File: config.mk
export PLATFORM = sky130hd
export DESIGN_NAME = combining_aware_string_reverse_top
export DESIGN_NICKNAME = d
export VERILOG_FILES = /design/src/sv/csr_pkg.sv /design/src/sv/combining_aware_string_reverse_top.sv
export SDC_FILE = /design/constraint.sdc
export NUM_CORES = 2
export LEC_CHECK = 0
export ABC_CLOCK_PERIOD_IN_PS = 4350
export BUFFER_PORTS_ARGS = -buffer_cell sky130_fd_sc_hd__buf_4
export CORE_AREA = 2 2 407 409
export DETAILED_ROUTE_END_ITERATION = 10
export DIE_AREA = 0 0 409 411
export PLACE_DENSITY = 0.6
export SYNTH_ARGS = -nofsm -noshare
export SYNTH_HDL_FRONTEND = slang
export SYNTH_SLANG_ARGS = --single-unit
File: constraint.sdc
create_clock -name clk_i -period 4.35 [get_ports clk_i]
set_input_delay 0.435 -clock clk_i [delete_from_list [all_inputs] [get_ports clk_i]]
set_output_delay 0.435 -clock clk_i [all_outputs]
set_load 0.02 [all_outputs]
File: src/sv/csr_pkg.sv
package csr_pkg;

  localparam int unsigned CP_W          = 21;
  localparam int unsigned MAX_CHARS_DEF = 64;

  // combining mark ranges
  localparam logic [CP_W-1:0] MARK_A_LO = CP_W'(32'h0300);
  localparam logic [CP_W-1:0] MARK_A_HI = CP_W'(32'h036F);
  localparam logic [CP_W-1:0] MARK_B_LO = CP_W'(32'h1DC0);
  localparam logic [CP_W-1:0] MARK_B_HI = CP_W'(32'h1DFF);
  localparam logic [CP_W-1:0] MARK_C_LO = CP_W'(32'h20D0);
  localparam logic [CP_W-1:0] MARK_C_HI = CP_W'(32'h20FF);
  localparam logic [CP_W-1:0] MARK_D_LO = CP_W'(32'hFE20);
  localparam logic [CP_W-1:0] MARK_D_HI = CP_W'(32'hFE2F);

  typedef enum logic [2:0] {
    S_IDLE,
    S_SCAN_RD,
    S_SCAN_CHK,
    S_EMIT_RD,
    S_EMIT_OUT
  } state_e;

  function automatic logic is_mark(input logic [CP_W-1:0] cp);
    is_mark = ((cp >= MARK_A_LO) && (cp <= MARK_A_HI)) ||
              ((cp >= MARK_B_LO) && (cp <= MARK_B_HI)) ||
              ((cp >= MARK_C_LO) && (cp <= MARK_C_HI)) ||
              ((cp >= MARK_D_LO) && (cp <= MARK_D_HI));
  endfunction

endpackage

File: src/sv/combining_aware_string_reverse_top.sv
// channel | direction | handshake                 | payload
// --------+-----------+---------------------------+-------------------------------------------
// in      | input     | in_valid_i / in_stall_o   | code_point_i, last_char_i
// out     | output    | out_valid_o / out_stall_i | out_code_point_o, out_last_o, overflow_o
//
// each character that is not last is stored while the buffer has room; the block is ready again next cycle
// on the last character the sequencer walks the buffer through its single read port:
// every stored character is read once for the cluster scan (S_SCAN_RD, S_SCAN_CHK) and once
// for emit (S_EMIT_RD, S_EMIT_OUT), output stalls holding emit, before in_stall_o drops
// rst_ni clears the count, overflow flag, sequencer and output valid; the buffer is not cleared
// out_stall_i holds the output register and emit; a loaded input transaction is kept meanwhile
module combining_aware_string_reverse_top #(
  parameter int unsigned MaxChars = csr_pkg::MAX_CHARS_DEF
) (
  input  logic                      clk_i,
  input  logic                      rst_ni,
  input  logic                      in_valid_i,
  output logic                      in_stall_o,
  input  logic [csr_pkg::CP_W-1:0]  code_point_i,
  input  logic                      last_char_i,
  output logic                      out_valid_o,
  input  logic                      out_stall_i,
  output logic [csr_pkg::CP_W-1:0]  out_code_point_o,
  output logic                      out_last_o,
  output logic                      overflow_o
);
  import csr_pkg::*;

  // index width addresses the buffer, count width also holds the full depth
  localparam int unsigned AW = (MaxChars > 1) ? $clog2(MaxChars) : 1;
  localparam int unsigned CW = $clog2(MaxChars + 1);
  localparam int unsigned DW = CP_W + 1;

  // buffer word: mark flag on top of the code point
  logic [DW-1:0] mem [MaxChars];
  logic [DW-1:0] rd_q;

  state_e state_q, state_d;

  logic [CW-1:0] count_q, count_d;
  logic          ovf_q, ovf_d;
  logic [CW-1:0] rem_q, rem_d;      // end (exclusive) of the part not yet emitted
  logic [AW-1:0] start_q, start_d;  // cluster start, walks backwards in scan
  logic [AW-1:0] idx_q, idx_d;      // emit pointer inside the current cluster

  logic                out_valid_q, out_valid_d;
  logic [CP_W-1:0]     out_cp_q, out_cp_d;
  logic                out_last_q, out_last_d;
  logic                out_ovf_q, out_ovf_d;

  logic          in_acc;
  logic          has_room;
  logic          wr_en;
  logic [AW-1:0] wr_addr;
  logic [DW-1:0] wr_data;
  logic          rd_en;
  logic [AW-1:0] rd_addr;
  logic          out_free;
  logic          cluster_end;
  logic          string_end;
  logic [CW-1:0] stored_cnt;

  assign in_stall_o = (state_q != S_IDLE);
  assign in_acc     = in_valid_i && !in_stall_o;
  assign has_room   = (count_q < CW'(MaxChars));
  assign out_free   = !out_valid_q || !out_stall_i;

  assign wr_en   = in_acc && has_room;
  assign wr_addr = count_q[AW-1:0];
  assign wr_data = {is_mark(code_point_i), code_point_i};

  assign rd_en   = (state_q == S_SCAN_RD) || (state_q == S_EMIT_RD);
  assign rd_addr = (state_q == S_SCAN_RD) ? start_q : idx_q;

  // count including the transaction being taken now
  assign stored_cnt  = has_room ? (count_q + CW'(1)) : count_q;
  assign cluster_end = ((CW'(idx_q) + CW'(1)) == rem_q);
  assign string_end  = cluster_end && (start_q == '0);

  // next state
  always_comb begin
    state_d = state_q;
    unique case (state_q)
      S_IDLE: begin
        if (in_acc && last_char_i) begin
          state_d = S_SCAN_RD;
        end
      end
      S_SCAN_RD: begin
        state_d = S_SCAN_CHK;
      end
      S_SCAN_CHK: begin
        if ((start_q != '0) && rd_q[DW-1]) begin
          state_d = S_SCAN_RD;
        end else begin
          state_d = S_EMIT_RD;
        end
      end
      S_EMIT_RD: begin
        state_d = S_EMIT_OUT;
      end
      S_EMIT_OUT: begin
        if (out_free) begin
          if (string_end) begin
            state_d = S_IDLE;
          end else if (cluster_end) begin
            state_d = S_SCAN_RD;
          end else begin
            state_d = S_EMIT_RD;
          end
        end
      end
      default: state_d = S_IDLE;
    endcase
  end

  // datapath and outputs
  always_comb begin
    count_d     = count_q;
    ovf_d       = ovf_q;
    rem_d       = rem_q;
    start_d     = start_q;
    idx_d       = idx_q;
    out_valid_d = out_valid_q && out_stall_i;
    out_cp_d    = out_cp_q;
    out_last_d  = out_last_q;
    out_ovf_d   = out_ovf_q;
    unique case (state_q)
      S_IDLE: begin
        if (in_acc) begin
          count_d = stored_cnt;
          if (!has_room) begin
            ovf_d = 1'b1;
          end
          if (last_char_i) begin
            // stored_cnt is at least one here
            rem_d   = stored_cnt;
            start_d = AW'(stored_cnt - CW'(1));
          end
        end
      end
      S_SCAN_RD: begin
      end
      S_SCAN_CHK: begin
        if ((start_q != '0) && rd_q[DW-1]) begin
          start_d = start_q - AW'(1);
        end else begin
          idx_d = start_q;
        end
      end
      S_EMIT_RD: begin
      end
      S_EMIT_OUT: begin
        if (out_free) begin
          out_valid_d = 1'b1;
          out_cp_d    = rd_q[CP_W-1:0];
          out_last_d  = string_end;
          out_ovf_d   = ovf_q;
          if (string_end) begin
            count_d = '0;
            ovf_d   = 1'b0;
          end else if (cluster_end) begin
            rem_d   = CW'(start_q);
            start_d = start_q - AW'(1);
          end else begin
            idx_d = idx_q + AW'(1);
          end
        end
      end
      default: begin
      end
    endcase
  end

  always_ff @(posedge clk_i or negedge rst_ni) begin
    if (!rst_ni) begin
      state_q     <= S_IDLE;
      count_q     <= '0;
      ovf_q       <= 1'b0;
      out_valid_q <= 1'b0;
    end else begin
      state_q     <= state_d;
      count_q     <= count_d;
      ovf_q       <= ovf_d;
      out_valid_q <= out_valid_d;
    end
  end

  // pointers and output payload
  always_ff @(posedge clk_i) begin
    rem_q     <= rem_d;
    start_q   <= start_d;
    idx_q     <= idx_d;
    out_cp_q  <= out_cp_d;
    out_last_q <= out_last_d;
    out_ovf_q <= out_ovf_d;
  end

  // character buffer, one write and one registered read port
  always_ff @(posedge clk_i) begin
    if (wr_en) begin
      mem[wr_addr] <= wr_data;
    end
  end

  always_ff @(posedge clk_i) begin
    if (rd_en) begin
      rd_q <= mem[rd_addr];
    end
  end

  assign out_valid_o      = out_valid_q;
  assign out_code_point_o = out_cp_q;
  assign out_last_o       = out_last_q;
  assign overflow_o       = out_ovf_q;

  // count never runs past the buffer depth
  a_count_bound: assert property (@(posedge clk_i) disable iff (!rst_ni)
    count_q <= CW'(MaxChars))
    else $error("character count exceeds buffer depth");

  // the cluster walk stays inside the unemitted part of the string;
  // the emit pointer is only meaningful once emit of a cluster has begun
  a_walk_bound: assert property (@(posedge clk_i) disable iff (!rst_ni)
    (state_q == S_SCAN_CHK || state_q == S_EMIT_RD || state_q == S_EMIT_OUT)
    |-> (CW'(start_q) < rem_q) && ((state_q == S_SCAN_CHK) || (CW'(idx_q) < rem_q)))
    else $error("cluster pointer outside remaining string");

  // emitting the final character frees the block with cleared string state
  a_end_clears: assert property (@(posedge clk_i) disable iff (!rst_ni)
    (state_q == S_EMIT_OUT && out_free && string_end)
    |=> (state_q == S_IDLE) && (count_q == '0) && !ovf_q && out_valid_o && out_last_o)
    else $error("string end did not return to idle");

  // a new string cannot start while the block is walking the buffer
  a_no_load_busy: assert property (@(posedge clk_i) disable iff (!rst_ni)
    (state_q != S_IDLE) |=> (count_q == $past(count_q)) || (count_q == '0))
    else $error("buffer count changed during walk");

endmodule

# == Word level (Yosys, flattened, before mapping) ==
# Memory sizes are Yosys's and may differ from the RTL's. A register that Yosys moved wholly into a read port is not among the register bits.
# Index checks and enable logic that the tools add are counted.
# word_totals
mem_count,1
input_bits,26
latch_bits,0
register_bits,54
wordCells,112
mem_bits_rw,1408
rom_bits,0
# memory_table
name,depth,word_bits,read_ports,rd_clocked_by_memory_dff,write_ports,line_no,rtl
mem,64,22,1,1,1,combining_aware_string_reverse_top.sv:35,logic [DW-1:0] mem [MaxChars];
# classes
shift,0
muxes,39
n_bitwise,0
div_mod_pow,0
eq_ne,16
magnitude_cmp,9
n_mul,0
n_addsub,5
reduce_logical,32
# op_table
cell,count
6-bit 2-to-1 mux,11
7-bit 2-to-1 mux,9
7-bit one-hot mux with 2 select lines,2
2-bit inequality test (second input constant),11
21-bit by 10-bit greater-or-equal comparator with 1-bit output (second input constant),1
21-bit by 13-bit greater-or-equal comparator with 1-bit output (second input constant),1
21-bit by 14-bit greater-or-equal comparator with 1-bit output (second input constant),1
21-bit by 16-bit greater-or-equal comparator with 1-bit output (second input constant),1
21-bit by 10-bit less-or-equal comparator with 1-bit output (second input constant),1
21-bit by 13-bit less-or-equal comparator with 1-bit output (second input constant),1
21-bit by 14-bit less-or-equal comparator with 1-bit output (second input constant),1
21-bit by 16-bit less-or-equal comparator with 1-bit output (second input constant),1
6-bit one-hot mux with 3 select lines,1
3-bit one-hot mux with 5 select lines,1
6-bit one-hot mux with 2 select lines,1
6-bit by 1-bit subtractor with 6-bit output (second input constant),2
1-bit logical AND,10
5-bit AND reduction,2
1-bit 2-to-1 mux,8
6-bit by 1-bit adder with 7-bit output (second input constant),1
7-bit by 1-bit adder with 7-bit output (second input constant),1
7-bit == test,1
7-bit less-than comparator (second input constant),1
7-bit AND reduction,1
17 further kinds,30

# == Depth between registers and ports, before layout ==
# depth
depth_word,6
ltp_mapped,10
mapped_depth_nobuf,7

# == Worst setup path after synthesis ==
# OpenSTA, ideal clock, no wires.
# synth_timing
path_type,in2reg
startpoint,input port code_point_i[4] (netlist name)
endpoint,"memory mem[0][21] (netlist name), data pin"
arrival_time_ns,3.933
slack_ns,-0.305
setup_time_ns,0.723
stages,4
t_required_ns,3.627
cell_sequence,or4bb_1 > nor3_1 > o2111ai_1 > a211oi_1
# synth_via
elab_chain_cells,5
elab_cells_between_ends,15
classes_between,order compare (8); reduce/logical (7)
# synth_rtl
element,line_no,rtl
start: declaration,combining_aware_string_reverse_top.sv:19,"input logic [csr_pkg::CP_W-1:0] code_point_i,"
"21-bit by 10-bit greater-or-equal comparator with 1-bit output, or another cell as far along",csr_pkg.sv:25,is_mark = ((cp >= MARK_A_LO) && (cp <= MARK_A_HI)) ||
1-bit logical AND (on tied branches),"csr_pkg.sv:25, csr_pkg.sv:26",
1-bit logical OR,csr_pkg.sv:25,
1-bit logical OR,csr_pkg.sv:26,((cp >= MARK_B_LO) && (cp <= MARK_B_HI)) ||
1-bit logical OR *,csr_pkg.sv:27,((cp >= MARK_C_LO) && (cp <= MARK_C_HI)) ||
named net wr_data[21],combining_aware_string_reverse_top.sv:55,logic [DW-1:0] wr_data;
end: declaration,combining_aware_string_reverse_top.sv:35,
# The timed path passes the listed nets; every way through them passes the cells marked *.

# == Worst setup path after layout ==
# layout_timing
startpoint,register state_q[0]
endpoint,"register rd_q[3] (read register of mem), data pin"
# layout_via
elab_chain_cells,2
elab_cells_between_ends,4
classes_between,eq/ne (2); mux (1); reduce/logical (1)
# layout_rtl
element,line_no,rtl
start: declaration,combining_aware_string_reverse_top.sv:38,"state_e state_q, state_d;"
start signal: assignment,combining_aware_string_reverse_top.sv:182,state_q <= state_d;
3-bit by 1-bit == test with 1-bit output or 3-bit by 2-bit == test with 1-bit output (tied branches),"combining_aware_string_reverse_top.sv:72, combining_aware_string_reverse_top.sv:73",
6-bit 2-to-1 mux or 1-bit logical OR (tied branches),"combining_aware_string_reverse_top.sv:73, combining_aware_string_reverse_top.sv:72",
end: declaration,combining_aware_string_reverse_top.sv:36,logic [DW-1:0] rd_q;
# Parallel ways exist; a longest one is shown, timed or not.
# A chain may end at the register's enable or synchronous reset.

==> flow_summary.yaml <==
floorplanning:
  die_area_mm2: 0.168
  core_area_mm2: 0.164
  rows: 149
  die_h_um: 411
  start_util_pct: 34.8
  die_w_um: 409
  ios: 51
place:
  place_congestion: 0.834
  hpwlAfterDp_um: 91700
  portBuffers: 50
  post-place-cells: 5369
clock_tree:
  cts_tree: "done"
  clkTransAtPathRegs_ns: 0.06
  cts-root-buf: "clkbuf_16"
  clockBufferDepth: 3
  insertion_delay_ns: 0.78
  cts.sinks: 1484
  numCtsBuffers: 154
  postCtsSetupRepairBufs: 0
  htreeDepth: 4
drt:
  route.detailed.wl_per_inst_um: 28.3
  drt.antenna.violating_nets: 0
  drt_wl_total_um: 160000
  via_per_inst: 5.49
  vias: 31079
  firstDrtPassIters: 5
  initialDrtViolationCount: 3608
  drc: 0
status:
  outcome: "completed"
yosys:
  syn_inst: 3101
  syn_area_per_cell_um2: 18.4
  ys.flop_type: "edfxtp_1"
  synth_xor_area_share_pct: 0.331
  synth_warnings: 0
  synth_compound_area_share_pct: 5.59
  synthSimpleGateAreaFrac_pct: 1.81
  seq_area_frac_synth_pct: 78.1
  synth_top_family_by_area: "multiplexers"
  synthArstFlopShare_pct: 0.809
  yosysUniqueCellTypes: 46
  ys_ff_latch: 1484
  synth_adder_area_share_pct: 0.0658
  yosys-mux-area-fraction_pct: 12.8
  synth_edf_count: 1472
  synth_area_mm2: 0.0570
  synthesis.nets: 3130
global_routing:
  antenna_found_initial: 11
  grt_pass1_vias: 30448
  grt_max_degree: 93
  grt_pass1_wl_um: 227000
  grt-ovfl-total: 0
  grt_use_total_pct: 18.8
timing:
  setup_viol: 0
  fmax_mhz: 239
  hold_viol: 0
  maxSlewViolCount: 0
  finalCriticalPeriod_ns: 4.18
  max_slew.worst_pin.slew_ns: 1.39
  relSlewSlack_pct: 5.89
  rsz0062_at_grt: "no"
  fin_crit_sh_pct: 96.2
  skew_ns: 0.0328
  tns_ns: 0
worst_hold_path:
  hold_depth: 3
  hp-class: "primary input to register"
finish:
  syn_to_final_growth_pct: 16.5
  nFillCells: 14521
  most-common-layout-cells: "edfxtp_1 (1472), mux2i_1 (714), o22ai_1 (354), buf_4 (231), clkbuf_16 (158)"
  drive_above_1_share_pct: 16.3
  layout.nets: 3371
  final_common_cell: "edfxtp_1"
  instances_no_fill: 5659
job:
  drv_cap: 0
worst_setup_path:
  worstPathMaxFanout: 26
  crit_arrival_ns: 4.65
  crit_required_ns: 4.82
  startpoint: "state_q[0]$_DFFE_PN0P_"
  cp-end-kind: "register"
  r2r_start: "state_q[0]$_DFFE_PN0P_"
  worstReg2RegEnd: "rd_q[3]$_DFFE_PP_"
  r2r_cells: 8
  worstSetupPathType: "register to register"
  ff2ff_setup_slack_ns: 0.17
  critPathLaunchType: "register"
  crit_end: "rd_q[3]$_DFFE_PP_"
power:
  powerDensity_mw_per_mm2: 638
  vdd_drop_max_mv: 0.478
  p_total_mw: 42.4
  p_leak_nw: 22.4
-- flip-flops by register name (all words and copies together), names as in the netlist --
register          flops
rd_q                 22
out_code_point_o     21
out_valid_o           1
out_last_o            1
count_q               7
ovf_q                 1
overflow_o            1
rem_q                 7
mem                1408
state_q               3
idx_q                 6
start_q               6
-- area by class of cell --
type / count / area, µm² / area share [%]
flip-flops and latches: 1484 / 44500 / 67.0
diodes: 1 / 2.50 / 0.00377
multi-input cells: 1436 / 12100 / 18.2
well taps: 2189 / 2740 / 4.12
clock inverters: 82 / 671 / 1.01
inverters: 4 / 15.0 / 0.0226
repair buffers: 262 / 2290 / 3.45
clock buffers: 201 / 4140 / 6.23
-- Yosys cell counts (all sizes together), types with 5 or more instances --
cell	count	area share [%]
buf	90	0.77
o2111ai	23	0.35
xor2	8	0.12
o21ai	12	0.11
clkbuf	87	0.57
o22ai	354	3.9
nand2b	9	0.099
nor3	9	0.079
edfxtp	1472	78
nand2	44	0.29
dfrtp	12	0.53
nor4	24	0.26
o41ai	66	1.0
nor2b	6	0.066
nand3	16	0.14
mux2	11	0.22
nand3b	5	0.066
mux2i	715	13
nor2	84	0.55
xnor2	11	0.17
-- worst max-delay path, cell delays in order (launching register included) --
cell       delay (ns)
dfrtp_1          0.52
nor3b_4          0.35
buf_4            0.29
mux2_2           0.46
nand2_4          0.36
buf_4            0.42
o22ai_1          0.19
o41ai_1          0.94
o2111ai_1        0.25
-- logic make-up after synthesis --
| family | count (synthesis) |
|---|---|
| DFF | 1484 |
| adders and majority gates | 3 |
| AOI/OAI and AO/OA | 473 |
| xor gates and xnor gates | 20 |
| and+or+nand+nor | 214 |
| muxes | 726 |
| buffers and inverters | 181 |
-- power breakdown --
group          leakage, nW  switching, mW  internal, mW
Clock                 2.32           5.52          7.09
Combinational         6.81           7.96          4.84
Sequential            13.3          0.504          16.4
-- layer usage --
metal | global-route usage, % | vias up | part of all wire, %
li1 | - | 13176 | -
met1 | 25.8 | 16252 | 42
met2 | 29.8 | 1392 | 47
met3 | 3.99 | 257 | 8.5
met4 | 5.76 | 2 | 2.7
met5 | 0 | - | 0.0063
-- worst min-delay path by stage --
stage	slack (ns)	endpoint	start
2_1_floorplan	0.14	count_q[0]$_DFFE_PN0P_	rst_ni
3_3_place_gp	0.29	out_valid_o$_DFF_PN0_	rst_ni
3_5_place_dp	0.29	out_valid_o$_DFF_PN0_	rst_ni
4_1_cts	0.02	state_q[0]$_DFFE_PN0P_	last_char_i
5_1_grt	0.06	mem[43][9]$_DFFE_PP_	code_point_i[9]
6_report	0.06	state_q[0]$_DFFE_PN0P_	last_char_i
-- metrics by stage --
stage               area [µm²]  setup slack (ns)  utilization [%]  hold WS, ns
finish                   66400             0.166             40.5       0.0624
global route             66400            0.0798             40.5       0.0568
CTS                      66400             0.119             40.5       0.0165
detailed placement       61500             0.104             37.5        0.290
global placement         61500           -0.0651             37.5        0.286
floorplan                57000             0.992                -        0.139
-- timing repair --
item / 4_1_cts / 5_1_grt
resized for setup: 0 / 3
setup endpoints to repair: 0 / 3
endpoints found under the hold margin: 29 / 0
hold buffers: 6 / 0
(Power assumes the default switching activity.)
